`config.mk`:
```
export PLATFORM = sky130hd
export DESIGN_NAME = stereo_iterative_wavefolder
export DESIGN_NICKNAME = d
export VERILOG_FILES = /design/src/rtl/core/siwf_pkg.sv /design/src/rtl/core/siwf_cfg.sv /design/src/rtl/core/siwf_mul.sv /design/src/rtl/core/siwf_core.sv /design/src/rtl/core/stereo_iterative_wavefolder.sv
export SDC_FILE = /design/constraint.sdc
export NUM_CORES = 2
export LEC_CHECK = 0
export BUFFER_PORTS_ARGS = -buffer_cell sky130_fd_sc_hd__buf_2
export CORE_UTILIZATION = 50
export CTS_BUF_LIST = sky130_fd_sc_hd__clkbuf_8
export DETAILED_ROUTE_END_ITERATION = 8
export GPL_TIMING_DRIVEN = 0
export HOLD_SLACK_MARGIN = 0.12
export PLACE_DENSITY = 0.77
export SLEW_MARGIN = 20
export SYNTH_ARGS = -nofsm -noshare
export SYNTH_HDL_FRONTEND = slang
export SYNTH_HIERARCHICAL = 1
export SYNTH_SLANG_ARGS = --single-unit
```
`constraint.sdc`:
```
create_clock -name clk_i -period 15.15 [get_ports clk_i]
set_clock_uncertainty 0.1 [all_clocks]
set_input_delay 0.7575 -clock clk_i [delete_from_list [all_inputs] [get_ports clk_i]]
set_output_delay 0.7575 -clock clk_i [all_outputs]
set_load 0.02 [all_outputs]
```
`src/rtl/core/siwf_pkg.sv`:
```
// Shared types and constants of the stereo iterative wavefolder.
// Used by every module of the block; depends on nothing else.
`default_nettype none

package siwf_pkg;

  // Field and register widths.
  localparam int unsigned SAMPLE_W   = 16;
  localparam int unsigned KNOB_W     = 15;
  localparam int unsigned GAIN_W     = 16;
  localparam int unsigned FOLD_W     = 15;
  localparam int unsigned CFG_IDX_W  = 3;
  localparam int unsigned CFG_DATA_W = 15;

  // Default iteration limit of the mono path.
  localparam int unsigned FOLD_LIMIT_DEFAULT = 100;

  // Clamp limits of the summed controls: gain 0..20 V, fold 0..10 V.
  localparam int unsigned GAIN_MAX = 40960;
  localparam int unsigned FOLD_MAX = 20480;

  // Internal folding value in units of 2^-22 V, and the folded excess.
  localparam int unsigned V_W    = 44;
  localparam int unsigned E_W    = 40;
  localparam int unsigned EL_W   = 20;
  localparam int unsigned RES_W  = 26;
  localparam int unsigned MIX_W  = RES_W + 1;
  localparam int unsigned GPROD_W = 32;

  localparam logic signed [V_W-1:0] RAIL     = 44'sd20971520;
  localparam logic signed [V_W-1:0] NEG_RAIL = -44'sd20971520;
  localparam logic signed [V_W-1:0] SAT      = 44'sd1099511627776;
  localparam logic signed [V_W-1:0] NEG_SAT  = -44'sd1099511627776;

  // Shared multiplier and the divide-by-10240 datapath.
  localparam int unsigned MUL_W    = 25;
  localparam int unsigned PROD_W   = 2 * MUL_W;
  localparam int unsigned PP_W     = EL_W + FOLD_W;
  localparam int unsigned PSUM_W   = PP_W + EL_W;
  localparam int unsigned DIV_SH   = 11;
  localparam int unsigned B_W      = PSUM_W - DIV_SH;
  localparam int unsigned BLO_W    = 22;
  localparam int unsigned Q1_W     = 20;
  localparam int unsigned Q2_W     = 22;
  localparam int unsigned REM_W    = 3;
  localparam int unsigned RECIP_SH = 27;
  localparam logic [MUL_W-1:0] RECIP5 = 25'd26843546;

  // Output rounding: 2^-22 V down to 1/2048 V.
  localparam int unsigned ROUND_SH = 11;

  // Register indexes of the configuration port.
  typedef enum logic [CFG_IDX_W-1:0] {
    CFG_GAIN_KNOB         = 3'd0,
    CFG_FOLD_KNOB         = 3'd1,
    CFG_LEFT_IN_PRESENT   = 3'd2,
    CFG_RIGHT_IN_PRESENT  = 3'd3,
    CFG_LEFT_OUT_PRESENT  = 3'd4,
    CFG_RIGHT_OUT_PRESENT = 3'd5
  } cfg_idx_e;

  typedef struct packed {
    logic [KNOB_W-1:0] gain_knob;
    logic [KNOB_W-1:0] fold_knob;
    logic              left_in_present;
    logic              right_in_present;
    logic              left_out_present;
    logic              right_out_present;
  } cfg_t;

  // Folded values of both sides, within the rails.
  typedef struct packed {
    logic signed [RES_W-1:0] left;
    logic signed [RES_W-1:0] right;
  } res_t;

endpackage

`default_nettype wire

```
`src/rtl/core/siwf_cfg.sv`:
```
// Configuration register file of the stereo iterative wavefolder.
// Depends on siwf_pkg for the register indexes and the cfg_t struct.
`default_nettype none

module siwf_cfg (
  input  wire logic                              clk_i,
  input  wire logic                              rst_ni,
  input  wire logic                              we_i,
  input  wire logic [siwf_pkg::CFG_IDX_W-1:0]    idx_i,
  input  wire logic [siwf_pkg::CFG_DATA_W-1:0]   data_i,
  output siwf_pkg::cfg_t                         cfg_o
);

  siwf_pkg::cfg_t cfg_q;

  // One register per index; writes beyond the list are dropped.
  always_ff @(posedge clk_i or negedge rst_ni) begin
    if (!rst_ni) begin
      cfg_q.gain_knob         <= siwf_pkg::KNOB_W'(2048);
      cfg_q.fold_knob         <= '0;
      cfg_q.left_in_present   <= 1'b0;
      cfg_q.right_in_present  <= 1'b0;
      cfg_q.left_out_present  <= 1'b0;
      cfg_q.right_out_present <= 1'b0;
    end else if (we_i) begin
      unique case (siwf_pkg::cfg_idx_e'(idx_i))
        siwf_pkg::CFG_GAIN_KNOB:         cfg_q.gain_knob <= data_i[siwf_pkg::KNOB_W-1:0];
        siwf_pkg::CFG_FOLD_KNOB:         cfg_q.fold_knob <= data_i[siwf_pkg::KNOB_W-1:0];
        siwf_pkg::CFG_LEFT_IN_PRESENT:   cfg_q.left_in_present <= data_i[0];
        siwf_pkg::CFG_RIGHT_IN_PRESENT:  cfg_q.right_in_present <= data_i[0];
        siwf_pkg::CFG_LEFT_OUT_PRESENT:  cfg_q.left_out_present <= data_i[0];
        siwf_pkg::CFG_RIGHT_OUT_PRESENT: cfg_q.right_out_present <= data_i[0];
        default: begin
        end
      endcase
    end
  end

  assign cfg_o = cfg_q;

endmodule

`default_nettype wire

```
`src/rtl/core/siwf_mul.sv`:
```
// Shared unsigned multiplier of the wavefolder with a registered product.
// Depends on siwf_pkg for the operand and product widths.
`default_nettype none

module siwf_mul (
  input  wire logic                          clk_i,
  input  wire logic [siwf_pkg::MUL_W-1:0]    a_i,
  input  wire logic [siwf_pkg::MUL_W-1:0]    b_i,
  output logic      [siwf_pkg::PROD_W-1:0]   prod_o
);

  logic [siwf_pkg::PROD_W-1:0] prod_q;

  // The product is ready in the cycle after the operands are issued.
  always_ff @(posedge clk_i) begin
    prod_q <= siwf_pkg::PROD_W'(a_i) * siwf_pkg::PROD_W'(b_i);
  end

  assign prod_o = prod_q;

endmodule

`default_nettype wire

```
`src/rtl/core/siwf_core.sv`:
```
// Folding sequencer: gains each side, then folds it at the rails with the
// shared multiplier. Depends on siwf_pkg and instantiates siwf_mul.
`default_nettype none

module siwf_core #(
  parameter int unsigned FOLD_LIMIT = siwf_pkg::FOLD_LIMIT_DEFAULT
) (
  input  wire logic                                   clk_i,
  input  wire logic                                   rst_ni,
  input  wire logic                                   start_i,
  input  wire logic signed [siwf_pkg::SAMPLE_W-1:0]   left_i,
  input  wire logic signed [siwf_pkg::SAMPLE_W-1:0]   right_i,
  input  wire logic        [siwf_pkg::GAIN_W-1:0]     gain_i,
  input  wire logic        [siwf_pkg::FOLD_W-1:0]     fold_i,
  input  siwf_pkg::cfg_t                              cfg_i,
  output logic                                        idle_o,
  output logic                                        res_valid_o,
  input  wire logic                                   res_ready_i,
  output siwf_pkg::res_t                              res_o
);

  localparam int unsigned ITER_W = $clog2(FOLD_LIMIT + 1);
  localparam logic [ITER_W-1:0] LIM_MONO   = ITER_W'(FOLD_LIMIT);
  localparam logic [ITER_W-1:0] LIM_STEREO = ITER_W'(FOLD_LIMIT - 1);

  typedef enum logic [3:0] {
    ST_IDLE, ST_GMUL, ST_GLOAD, ST_CHK, ST_ML, ST_MH, ST_ACC,
    ST_D1, ST_D2, ST_UPD, ST_DONE
  } state_e;

  state_e state_q;

  logic signed [siwf_pkg::SAMPLE_W-1:0] l_q, r_q;
  logic [siwf_pkg::GAIN_W-1:0]          gain_q;
  logic [siwf_pkg::FOLD_W-1:0]          fold_q;
  logic                                 side_q, two_q, neg_q, below_q;
  logic [ITER_W-1:0]                    iter_q, lim_q;
  logic signed [siwf_pkg::V_W-1:0]      v_q;
  logic [siwf_pkg::E_W-1:0]             e_q;
  logic [siwf_pkg::PP_W-1:0]            acc_q;
  logic [siwf_pkg::B_W-1:0]             b_q;
  logic [siwf_pkg::Q1_W-1:0]            q1_q;
  logic signed [siwf_pkg::RES_W-1:0]    lres_q, rres_q;

  logic [siwf_pkg::MUL_W-1:0]           mul_a, mul_b;
  logic [siwf_pkg::PROD_W-1:0]          prod;

  logic signed [siwf_pkg::SAMPLE_W-1:0] smp;
  logic [siwf_pkg::SAMPLE_W-1:0]        smp_mag;
  logic signed [siwf_pkg::V_W-1:0]      gval;
  logic                                 chk_blown, chk_within, chk_fin;
  logic signed [siwf_pkg::RES_W-1:0]    chk_res;
  logic signed [siwf_pkg::V_W-1:0]      chk_exc;
  logic [siwf_pkg::PSUM_W-1:0]          psum;
  logic [siwf_pkg::Q1_W-1:0]            q1;
  logic [siwf_pkg::REM_W-1:0]           q1x5_lo, rem1;
  logic [siwf_pkg::MUL_W-1:0]           x2;
  logic signed [siwf_pkg::V_W-1:0]      quo;

  siwf_mul u_mul (
    .clk_i  (clk_i),
    .a_i    (mul_a),
    .b_i    (mul_b),
    .prod_o (prod)
  );

  // Sample of the side being worked on; one connected input feeds both sides.
  assign smp     = two_q ? (side_q ? r_q : l_q) : (cfg_i.left_in_present ? l_q : r_q);
  assign smp_mag = smp[siwf_pkg::SAMPLE_W-1] ? (~smp + 1'b1) : smp;
  assign gval    = $signed({{(siwf_pkg::V_W - siwf_pkg::GPROD_W){1'b0}},
                            prod[siwf_pkg::GPROD_W-1:0]});

  // Iteration decisions on the current value.
  assign chk_blown  = (v_q > siwf_pkg::SAT) || (v_q < siwf_pkg::NEG_SAT);
  assign chk_within = (v_q >= siwf_pkg::NEG_RAIL) && (v_q <= siwf_pkg::RAIL);
  assign chk_fin    = chk_blown || chk_within || (iter_q == lim_q);
  assign chk_res    = chk_within ? v_q[siwf_pkg::RES_W-1:0] : '0;
  assign chk_exc    = v_q[siwf_pkg::V_W-1] ? (siwf_pkg::NEG_RAIL - v_q)
                                           : (v_q - siwf_pkg::RAIL);

  // Excess times fold from its two partial products, then divided by 2048.
  assign psum = {prod[siwf_pkg::PP_W-1:0], {siwf_pkg::EL_W{1'b0}}}
              + siwf_pkg::PSUM_W'(acc_q);

  // Long division by five in two chunks: only the low remainder bits matter.
  assign q1      = prod[siwf_pkg::RECIP_SH + siwf_pkg::Q1_W - 1:siwf_pkg::RECIP_SH];
  assign q1x5_lo = q1[siwf_pkg::REM_W-1:0] + {q1[0], 2'b00};
  assign rem1    = b_q[siwf_pkg::BLO_W + siwf_pkg::REM_W - 1:siwf_pkg::BLO_W] - q1x5_lo;
  assign x2      = {rem1, b_q[siwf_pkg::BLO_W-1:0]};
  assign quo     = $signed({{(siwf_pkg::V_W - siwf_pkg::Q1_W - siwf_pkg::Q2_W){1'b0}}, q1_q,
                   prod[siwf_pkg::RECIP_SH + siwf_pkg::Q2_W - 1:siwf_pkg::RECIP_SH]});

  // Operands of the shared multiplier in each step.
  always_comb begin
    mul_a = '0;
    mul_b = '0;
    unique case (state_q)
      ST_GMUL: begin
        mul_a = siwf_pkg::MUL_W'(smp_mag);
        mul_b = siwf_pkg::MUL_W'(gain_q);
      end
      ST_ML: begin
        mul_a = siwf_pkg::MUL_W'(e_q[siwf_pkg::EL_W-1:0]);
        mul_b = siwf_pkg::MUL_W'(fold_q);
      end
      ST_MH: begin
        mul_a = siwf_pkg::MUL_W'(e_q[siwf_pkg::E_W-1:siwf_pkg::EL_W]);
        mul_b = siwf_pkg::MUL_W'(fold_q);
      end
      ST_D1: begin
        mul_a = siwf_pkg::MUL_W'(b_q[siwf_pkg::B_W-1:siwf_pkg::BLO_W]);
        mul_b = siwf_pkg::RECIP5;
      end
      ST_D2: begin
        mul_a = x2;
        mul_b = siwf_pkg::RECIP5;
      end
      default: begin
      end
    endcase
  end

  // Sequencer with its datapath registers.
  always_ff @(posedge clk_i or negedge rst_ni) begin
    if (!rst_ni) begin
      state_q <= ST_IDLE;
      l_q     <= '0;
      r_q     <= '0;
      gain_q  <= '0;
      fold_q  <= '0;
      side_q  <= 1'b0;
      two_q   <= 1'b0;
      neg_q   <= 1'b0;
      below_q <= 1'b0;
      iter_q  <= '0;
      lim_q   <= '0;
      v_q     <= '0;
      e_q     <= '0;
      acc_q   <= '0;
      b_q     <= '0;
      q1_q    <= '0;
      lres_q  <= '0;
      rres_q  <= '0;
    end else begin
      unique case (state_q)
        ST_IDLE: begin
          if (start_i) begin
            l_q    <= left_i;
            r_q    <= right_i;
            gain_q <= gain_i;
            fold_q <= fold_i;
            side_q <= 1'b0;
            two_q  <= cfg_i.left_in_present & cfg_i.right_in_present;
            if (cfg_i.left_in_present | cfg_i.right_in_present) begin
              state_q <= ST_GMUL;
            end else begin
              lres_q  <= '0;
              rres_q  <= '0;
              state_q <= ST_DONE;
            end
          end
        end
        ST_GMUL: begin
          neg_q   <= smp[siwf_pkg::SAMPLE_W-1];
          iter_q  <= '0;
          lim_q   <= two_q ? LIM_STEREO : LIM_MONO;
          state_q <= ST_GLOAD;
        end
        ST_GLOAD: begin
          v_q     <= neg_q ? -gval : gval;
          state_q <= ST_CHK;
        end
        ST_CHK: begin
          if (chk_fin) begin
            if (!two_q) begin
              lres_q  <= chk_res;
              rres_q  <= chk_res;
              state_q <= ST_DONE;
            end else if (!side_q) begin
              lres_q  <= chk_res;
              side_q  <= 1'b1;
              state_q <= ST_GMUL;
            end else begin
              rres_q  <= chk_res;
              state_q <= ST_DONE;
            end
          end else begin
            below_q <= v_q[siwf_pkg::V_W-1];
            e_q     <= chk_exc[siwf_pkg::E_W-1:0];
            state_q <= ST_ML;
          end
        end
        ST_ML: begin
          state_q <= ST_MH;
        end
        ST_MH: begin
          acc_q   <= prod[siwf_pkg::PP_W-1:0];
          state_q <= ST_ACC;
        end
        ST_ACC: begin
          b_q     <= psum[siwf_pkg::PSUM_W-1:siwf_pkg::DIV_SH];
          state_q <= ST_D1;
        end
        ST_D1: begin
          state_q <= ST_D2;
        end
        ST_D2: begin
          q1_q    <= q1;
          state_q <= ST_UPD;
        end
        ST_UPD: begin
          // A fold from below reflects upwards; one from above ends the iteration.
          v_q <= below_q ? (quo - siwf_pkg::RAIL) : (siwf_pkg::RAIL - quo);
          if (!below_q) begin
            iter_q <= iter_q + ITER_W'(1);
          end
          state_q <= ST_CHK;
        end
        ST_DONE: begin
          if (res_ready_i) begin
            state_q <= ST_IDLE;
          end
        end
        default: begin
          state_q <= ST_IDLE;
        end
      endcase
    end
  end

  assign idle_o      = (state_q == ST_IDLE);
  assign res_valid_o = (state_q == ST_DONE);
  assign res_o.left  = lres_q;
  assign res_o.right = rres_q;

  // The iteration count never passes the limit of the side.
  a_iter_bound: assert property (@(posedge clk_i) disable iff (!rst_ni)
    iter_q <= lim_q)
    else $error("fold iteration count beyond its limit");

  // A fold never leaves the value beyond the rail it folded at.
  a_fold_side: assert property (@(posedge clk_i) disable iff (!rst_ni)
    (state_q == ST_UPD) |=>
      ($past(below_q) ? (v_q >= siwf_pkg::NEG_RAIL) : (v_q <= siwf_pkg::RAIL)))
    else $error("fold overshot its own rail");

  // Results offered to the output stage lie within the rails.
  a_res_rails: assert property (@(posedge clk_i) disable iff (!rst_ni)
    (state_q == ST_DONE) |->
      (siwf_pkg::V_W'(lres_q) >= siwf_pkg::NEG_RAIL) &&
      (siwf_pkg::V_W'(lres_q) <= siwf_pkg::RAIL) &&
      (siwf_pkg::V_W'(rres_q) >= siwf_pkg::NEG_RAIL) &&
      (siwf_pkg::V_W'(rres_q) <= siwf_pkg::RAIL))
    else $error("result outside the rails");

endmodule

`default_nettype wire

```
`src/rtl/core/stereo_iterative_wavefolder.sv`:
```
// Top level of the stereo iterative wavefolder: stream ports, control
// clamping, output mixing and rounding. Depends on siwf_pkg, siwf_cfg, siwf_core.
//
// One item carries a left and right sample with gain and fold control
// voltages; one result item with both folded sides comes back for each.
// Items are taken one at a time: s_axis_tready is high only while the core
// is idle, and a finished result waits in the output register so the next
// item can be taken meanwhile. An item takes the core through IDLE and
// DONE, through GMUL, GLOAD and a last CHK for each side folded (none, one,
// or two when both inputs are connected), and through CHK, ML, MH, ACC, D1,
// D2 and UPD for each fold operation; with no input connected it goes from
// IDLE straight to DONE. This sequence is set by the single shared 25x25
// multiplier, which issues four products per fold (two partial products of
// excess times fold, two reciprocal steps of the division by five). At most
// two folds run per iteration; with both inputs each side stops after at
// most FOLD_LIMIT - 1 iterations, with one input after FOLD_LIMIT.
`default_nettype none

module stereo_iterative_wavefolder #(
  parameter int unsigned FOLD_LIMIT = siwf_pkg::FOLD_LIMIT_DEFAULT
) (
  input  wire logic                                clk_i,
  input  wire logic                                rst_ni,
  input  wire logic                                cfg_we_i,
  input  wire logic [siwf_pkg::CFG_IDX_W-1:0]      cfg_idx_i,
  input  wire logic [siwf_pkg::CFG_DATA_W-1:0]     cfg_data_i,
  input  wire logic                                s_axis_tvalid,
  output logic                                     s_axis_tready,
  // left_in [15:0], right_in [31:16], gain_cv [47:32], fold_cv [63:48]
  input  wire logic [4*siwf_pkg::SAMPLE_W-1:0]     s_axis_tdata,
  output logic                                     m_axis_tvalid,
  input  wire logic                                m_axis_tready,
  // left_out [15:0], right_out [31:16]
  output logic      [2*siwf_pkg::SAMPLE_W-1:0]     m_axis_tdata
);

  localparam int unsigned SUM_W = siwf_pkg::SAMPLE_W + 2;

  siwf_pkg::cfg_t cfg;
  siwf_pkg::res_t res;

  logic                                 start, core_idle, res_valid, res_take;
  logic signed [siwf_pkg::SAMPLE_W-1:0] left_in, right_in, gain_cv, fold_cv;
  logic signed [SUM_W-1:0]              gain_sum, fold_sum;
  logic [siwf_pkg::GAIN_W-1:0]          gain_cl;
  logic [siwf_pkg::FOLD_W-1:0]          fold_cl;
  logic                                 in_single, out_single;
  logic signed [siwf_pkg::MIX_W-1:0]    l_ext, r_ext, mix;
  logic [siwf_pkg::SAMPLE_W-1:0]        left_f, right_f;
  logic                                 m_valid_q;
  logic [2*siwf_pkg::SAMPLE_W-1:0]      m_data_q;

  // Round to nearest 1/2048 V, ties towards plus infinity, and wrap to 16 bits.
  function automatic logic [siwf_pkg::SAMPLE_W-1:0] to_field(
    input logic signed [siwf_pkg::MIX_W-1:0] x
  );
    logic signed [siwf_pkg::MIX_W:0] t;
    t = {x[siwf_pkg::MIX_W-1], x} + (siwf_pkg::MIX_W + 1)'(1024);
    return t[siwf_pkg::SAMPLE_W + siwf_pkg::ROUND_SH - 1:siwf_pkg::ROUND_SH];
  endfunction

  siwf_cfg u_cfg (
    .clk_i  (clk_i),
    .rst_ni (rst_ni),
    .we_i   (cfg_we_i),
    .idx_i  (cfg_idx_i),
    .data_i (cfg_data_i),
    .cfg_o  (cfg)
  );

  // Unpack the input item.
  assign left_in  = s_axis_tdata[siwf_pkg::SAMPLE_W-1:0];
  assign right_in = s_axis_tdata[2*siwf_pkg::SAMPLE_W-1:siwf_pkg::SAMPLE_W];
  assign gain_cv  = s_axis_tdata[3*siwf_pkg::SAMPLE_W-1:2*siwf_pkg::SAMPLE_W];
  assign fold_cv  = s_axis_tdata[4*siwf_pkg::SAMPLE_W-1:3*siwf_pkg::SAMPLE_W];

  // Knob plus control voltage, clamped to the allowed range.
  assign gain_sum = $signed(SUM_W'(cfg.gain_knob)) + SUM_W'(gain_cv);
  assign fold_sum = $signed(SUM_W'(cfg.fold_knob)) + SUM_W'(fold_cv);

  always_comb begin
    priority if (gain_sum < 0) begin
      gain_cl = '0;
    end else if (gain_sum > $signed(SUM_W'(siwf_pkg::GAIN_MAX))) begin
      gain_cl = siwf_pkg::GAIN_W'(siwf_pkg::GAIN_MAX);
    end else begin
      gain_cl = gain_sum[siwf_pkg::GAIN_W-1:0];
    end
    priority if (fold_sum < 0) begin
      fold_cl = '0;
    end else if (fold_sum > $signed(SUM_W'(siwf_pkg::FOLD_MAX))) begin
      fold_cl = siwf_pkg::FOLD_W'(siwf_pkg::FOLD_MAX);
    end else begin
      fold_cl = fold_sum[siwf_pkg::FOLD_W-1:0];
    end
  end

  assign s_axis_tready = core_idle;
  assign start         = s_axis_tvalid & core_idle;

  siwf_core #(
    .FOLD_LIMIT (FOLD_LIMIT)
  ) u_core (
    .clk_i       (clk_i),
    .rst_ni      (rst_ni),
    .start_i     (start),
    .left_i      (left_in),
    .right_i     (right_in),
    .gain_i      (gain_cl),
    .fold_i      (fold_cl),
    .cfg_i       (cfg),
    .idle_o      (core_idle),
    .res_valid_o (res_valid),
    .res_ready_i (res_take),
    .res_o       (res)
  );

  // A single connected output carries the mix of both sides.
  assign in_single  = cfg.left_in_present ^ cfg.right_in_present;
  assign out_single = cfg.left_out_present ^ cfg.right_out_present;
  assign l_ext      = siwf_pkg::MIX_W'(res.left);
  assign r_ext      = siwf_pkg::MIX_W'(res.right);
  assign mix        = in_single ? l_ext : (l_ext + r_ext);
  assign left_f     = out_single ? to_field(mix) : to_field(l_ext);
  assign right_f    = out_single ? to_field(mix) : to_field(r_ext);

  // Output register: takes a result whenever it is empty or being emptied.
  assign res_take = res_valid & (~m_valid_q | m_axis_tready);

  always_ff @(posedge clk_i or negedge rst_ni) begin
    if (!rst_ni) begin
      m_valid_q <= 1'b0;
      m_data_q  <= '0;
    end else if (res_take) begin
      m_valid_q <= 1'b1;
      m_data_q  <= {right_f, left_f};
    end else if (m_axis_tready) begin
      m_valid_q <= 1'b0;
    end
  end

  assign m_axis_tvalid = m_valid_q;
  assign m_axis_tdata  = m_data_q;

endmodule

`default_nettype wire
```
==> Yosys cells after proc, flatten, opt, wreduce, memory -nomap -nowiden <==
Cells that the tools add are included.
{ "op_classes": {"n_addsub": 16, "n_mul": 1, "div_mod_pow": 0, "magnitude_cmp": 8, "eq_ne": 24, "n_shift": 0, "muxes": 44, "n_bitwise": 10, "reduce_logical": 26} }
{ "ops": {"columns": ["op", "n"], "rows": [
  ["$mux W26", 9],
  ["$mux W16", 8],
  ["$pmux W25 S5", 1],
  ["$pmux W26 S2", 2],
  ["$mux W44", 2],
  ["$pmux W44 S2", 1],
  ["$pmux W25 S3", 1],
  ["$add A55 B35 Y55", 1],
  ["$add A26 B12 Y27 const B", 2],
  ["$mul A25 B25 Y49", 1],
  ["$ge A44 B26 Y1 const B", 1],
  ["$gt A44 B42 Y1 const B", 1],
  ["$le A44 B26 Y1 const B", 1],
  ["$lt A44 B41 Y1 const B", 1],
  ["$neg A32 Y44", 1],
  ["$sub A25 B42 Y43 const A", 1],
  ["$sub A42 B25 Y43 const B", 1],
  ["$mux W40", 1],
  ["$pmux W4 S10", 1],
  ["$sub A26 B40 Y40 const A", 1],
  ["$sub A40 B26 Y40 const B", 1],
  ["$add A16 B16 Y17", 2],
  ["$lt A17 B1 Y1 const B", 2],
  ["$mux W15", 2],
  ["other kinds (41)", 84]
]} }
{ "totals": {"ff_bits": 436, "latchBits": 0, "mem_bits_rw": 0, "romBits": 0, "in_bits": 87, "out_inout_bits": 34, "wordCells": 156, "mem_count": 0} }

==> Longest topological paths before layout <==
{ "depth": {"word_depth": 7, "ltp_mapped": 37, "ltp_nobuf": 33} }

==> Hierarchy <==
The synthesis kept the hierarchy.
{ "by_module_without_submodules": {"columns": ["module", "instances", "cells_each", "area_each_um2", "seq_area_each_um2"], "rows": [
  ["siwf_mul", 1, 2428, 21728.3, 1001.0],
  ["siwf_core", 1, 1874, 17347.9, 7632.3],
  ["stereo_iterative_wavefolder", 1, 705, 5564.1, 825.8],
  ["siwf_cfg", 1, 77, 1343.8, 852.1]
]} }

==> Worst setup path before layout <==
No wires, ideal clock.
{ "synth_timing": {"path_type": "register -> register", "from": "register u_cfg.cfg_q, in the netlist u_cfg/cfg_o[3]", "to": "register u_core.u_mul.prod_q, in the netlist u_core/u_mul/prod_o[48]", "setup_time_ps": 129, "t_arrival_ps": 9015, "required_ps": 14921, "path_slack_ps": 5906, "stages_incl_launch_ff": 37, "path_buffers": 4, "synth_period_minus_slack_ps": 9244, "cell_sequence": "dfrtp_1 > o21ai_1 > clkbuf_1 > buf_2 > mux2i_1 > ha_1 > inv_1 > nor3_1 > a21oi_1 > xor2_1 > o211ai_1 > clkbuf_1 > nand2_1 > fa_1 > inv_1 > fa_1 > inv_1 > fa_1 > inv_1 > fa_1 > inv_1 > fa_1 > inv_1 > fa_1 > inv_1 > fa_1 > inv_1 > ha_1 > clkbuf_1 > and4_1 > and3_1 > nand3_1 > a21oi_1 > a21o_1 > o311a_1 > o41ai_1 > a31oi_1"} }
{ "synth_via": {"elab_chain_len": 7} }
{ "synth_rtl": {"columns": ["item", "line", "rtl"], "rows": [
  ["from (decl)", "siwf_cfg.sv:14", "siwf_pkg::cfg_t cfg_q;"],
  ["$mux W16 (*) (2 in series)", "siwf_core.sv:68", "assign smp = two_q ? (side_q ? r_q : l_q) : (cfg_i.left_in_present ? l_q : r_q);"],
  ["$not A16 Y16", "siwf_core.sv:69", "assign smp_mag = smp[siwf_pkg::SAMPLE_W-1] ? (~smp + 1'b1) : smp;"],
  ["$add A16 B1 Y16", "siwf_core.sv:69", null],
  ["$mux W16 (*)", "siwf_core.sv:69", null],
  ["$pmux W25 S5 (*)", "siwf_core.sv:97", "unique case (state_q)"],
  ["net u_core.mul_a (one bit)", "siwf_core.sv:45", "logic [siwf_pkg::MUL_W-1:0] mul_a, mul_b;"],
  ["$mul A25 B25 Y49 (*)", "siwf_mul.sv:16", "prod_q <= siwf_pkg::PROD_W'(a_i) * siwf_pkg::PROD_W'(b_i);"],
  ["to (signal assigned)", "siwf_mul.sv:16", null],
  ["to (decl)", "siwf_mul.sv:12", "logic [siwf_pkg::PROD_W-1:0] prod_q;"]
]} }
Mark *: on every way through the listed nets, which the timed path passes. The rest lies on a longest branch.
A chain may end at the register's enable or synchronous reset.

==> Worst setup path in the final report <==
{ "layout_timing": {"from": "register u_cfg.cfg_q, in the netlist u_cfg/cfg_o[3]", "to": "register u_core.u_mul.prod_q, in the netlist u_core/u_mul/prod_o[47]"} }
Same word-level chain as after synthesis.

==> metrics.md <==
| Metric | Value |
|---|---|
| Run status | finished, final reports clean |
| Initial DRC Count | 3,612 |
| Number of max-cap violations | 0 |
| Critical-path top delay cell | o21ai_1 |
| DPL Wire Length | 119,000 um |
| Die footprint | 0.0930 mm^2 |
| CTS root buffer | clkbuf_8 |
| Cell Pwr Density | 160 mW/mm^2 |
| First-pass GRT wire length | 227,000 um |
| Clk sinks | 421 |
| Worst reg2reg endpoint | u_core/u_mul/prod_o[47]$_DFF_P_ |
| Gr ovfl total | 0 |
| Drt drc | 0 |
| Setup-failing EPs final | 0 |
| WP data arrival | 12.43 ns |
| Largest net degree at the start of global routing | 102 |
| R2R Setup Slk | 3.20 ns |
| Setup CP Type | reg -> reg |
| Maximum VDD drop | 99.1 uV |
| Post-route cell area | 0.0499 mm^2 |
| Gpl congestion | 1.01 |
| Unrepaired setup endpoints after global routing | no |
| Crit start category | flop |
| CP most frequent cell | fa_1 |
| Layout cells sized above 1 | 9.34% |
| Worst R2R Path Depth | 34 |
| Worst Setup Slack post-DPL | 3.33 ns |
| Met3 usage | 7.24% |
| Vias/cell | 5.87 |
| WL/cell | 22.6 um |
| Busiest grt layer | met2 |
| Final worst slack | 3.20 ns |
| Hold Crit Class | in -> reg |
| Antenna Nets Post-Route | 0 |
| Slew headroom | 17.6% |
| GR Layer Usage met2 | 50.0% |
| Post-route setup TNS | 0 ns |
| Least-Margin Pin Slew | 1.23 ns |
| Reg clk slew, reported paths | 0.06 ns |
| Final period utilization | 78.9% |
| Initial antenna violation count | 6 |
| Max clock buf depth | 3 |
| Upper clock frequency limit | 83.7 MHz |
| CP max stage delay | 0.80 ns |
| Port bufs | 120 |
| Final Max Tran Viols | 0 |
| Hold depth | 2 |
| Critical R2R Launch | u_cfg/cfg_o[3]$_DFFE_PN0P_ |
| Final Hold Fails | 0 |
| Crit end category | flop |
| Cts repair resizes | 0 |
| DRT Pass-1 Iters | 7 |
| Non-filler cells, final | 6,545 |
| Post-Route WL | 148,000 um |
| Initial Util | 50.7% |
| Placed insts | 6,406 |
| Post-Syn Area | 0.0459 mm^2 |
| Nets | 6,200 |
| Critical Path RT | 15.63 ns |
| DP Area | 0.0482 mm^2 |
| Yosys warning total | 6 |
| Placeable Area | 0.0904 mm^2 |
| Most common cell after layout, fill and taps aside | inv_1 |
| Vias | 38,400 |
| Area grow syn2layout | 8.75% |
| Average cell area after synthesis | 9.05 um^2 |
| Total track usage | 31.9% |
| H-tree Lvls | 3 |
| Later-pin clock latency in the skew report | 0.71 ns |
| # rows | 110 |
| CTS Buf Count | 74 |
| Leak | 0.0243 uW |
| Commonest non-fill, non-tap cells in the layout | inv_1, nand2_1, fa_1 |
| Met1 GRT Util | 41.3% |
| I/O pin total | 121 |
| WHS Endpoint | u_cfg/cfg_o[7]$_DFFE_PN0P_ |
| Die Height | 305 um |
| Tmin final | 11.95 ns |
| Hold Startpoint | cfg_data_i[3] |
| CTS tree | built |
| Max FO, Critical Path | 10 |
| Fillers | 8,023 |
| Die width | 305 um |
| Number of global-route vias before repair | 38,300 |
| Cells after synthesis | 5,070 |
==> worst max path at each step <==
stage	start	to	slack (ns)
2_1_floorplan	u_cfg/cfg_o[3]$_DFFE_PN0P_	u_core/u_mul/prod_o[48]$_DFF_P_	5.91
3_3_place_gp	u_cfg/cfg_o[3]$_DFFE_PN0P_	u_core/u_mul/prod_o[47]$_DFF_P_	2.99
3_5_place_dp	u_cfg/cfg_o[3]$_DFFE_PN0P_	u_core/u_mul/prod_o[46]$_DFF_P_	3.33
4_1_cts	u_cfg/cfg_o[3]$_DFFE_PN0P_	u_core/u_mul/prod_o[46]$_DFF_P_	3.29
5_1_grt	u_cfg/cfg_o[3]$_DFFE_PN0P_	u_core/u_mul/prod_o[47]$_DFF_P_	2.79
6_report	u_cfg/cfg_o[3]$_DFFE_PN0P_	u_core/u_mul/prod_o[47]$_DFF_P_	3.20
==> layer usage <==
| layer | up-vias | share of wire (%) | routed length [um] |
|---|---|---|---|
| met1 | 18900 | 39 | 58500 |
| met3 | 458 | 9.8 | 14600 |
| met2 | 1931 | 45 | 66100 |
| li1 | 17100 | - | - |
| met4 | 0 | 6.1 | 9110 |
| met5 | - | 0 | 0 |
==> sequential cells by signal, summed over array words and instances (netlist names), 4 cells and up <==
signal / flops
m_axis_tdata: 32
u_cfg/cfg_o: 34
u_core/acc_q: 24
u_core/b_q: 44
u_core/e_q: 40
u_core/fold_q: 15
u_core/gain_q: 16
u_core/iter_q: 7
u_core/l_q: 16
u_core/lres_q: 26
u_core/q1_q: 20
u_core/r_q: 16
u_core/rres_q: 26
u_core/state_q: 4
u_core/u_mul/prod_o: 49
u_core/v_q: 44
==> power breakdown <==
part           internal (uW)  total, uW  switching, uW
Sequential              1480       1860            377
Clock                    638       1150            511
Combinational           1700       4970           3280
Total                   3820       7990           4170
==> area by class of cell <==
cell class	count	area (um^2)	share of cell area, %
buffer	277	1180	2.36
antenna	4	10.0	0.0201
inverter	662	2490	4.98
timing repair buffer	137	802	1.61
clock buffer	95	1310	2.62
multi-input combinational	3737	32000	64.2
tap	1176	1470	2.95
clock inverter	36	305	0.612
sequential	421	10300	20.6
==> critical path: cells and delay by family, from the launching register on <==
| kind | cells | cell delay (ns) |
|---|---|---|
| AO/OA/AOI/OAI | 9 | 3.05 |
| adder cells (fa/ha/maj) | 9 | 4.38 |
| flip-flops | 1 | 0.46 |
| XOR/XNOR | 1 | 0.22 |
| multiplexers | 1 | 0.34 |
| AND/OR/NAND/NOR | 4 | 1.14 |
| buffers and inverters | 10 | 2.15 |
==> repair_timing <==
item,4_1_cts,5_1_grt
buffers inserted,0,0
endpoints found under the setup margin,0,0
hold buffers,1,0
endpoints found under the hold margin,82,0
==> per-stage QoR <==
step / util (%) / total power (uW) / hold WS, ns
floorplan: - / 4970 / 0.335
global placement: 53.1 / 6570 / 0.344
detailed placement: 53.3 / 6670 / 0.348
CTS: 55.1 / 7850 / 0.178
global route: 55.2 / 8490 / 0.203
finish: 55.2 / 7990 / 0.224
Power figures use the tool's default switching activity.
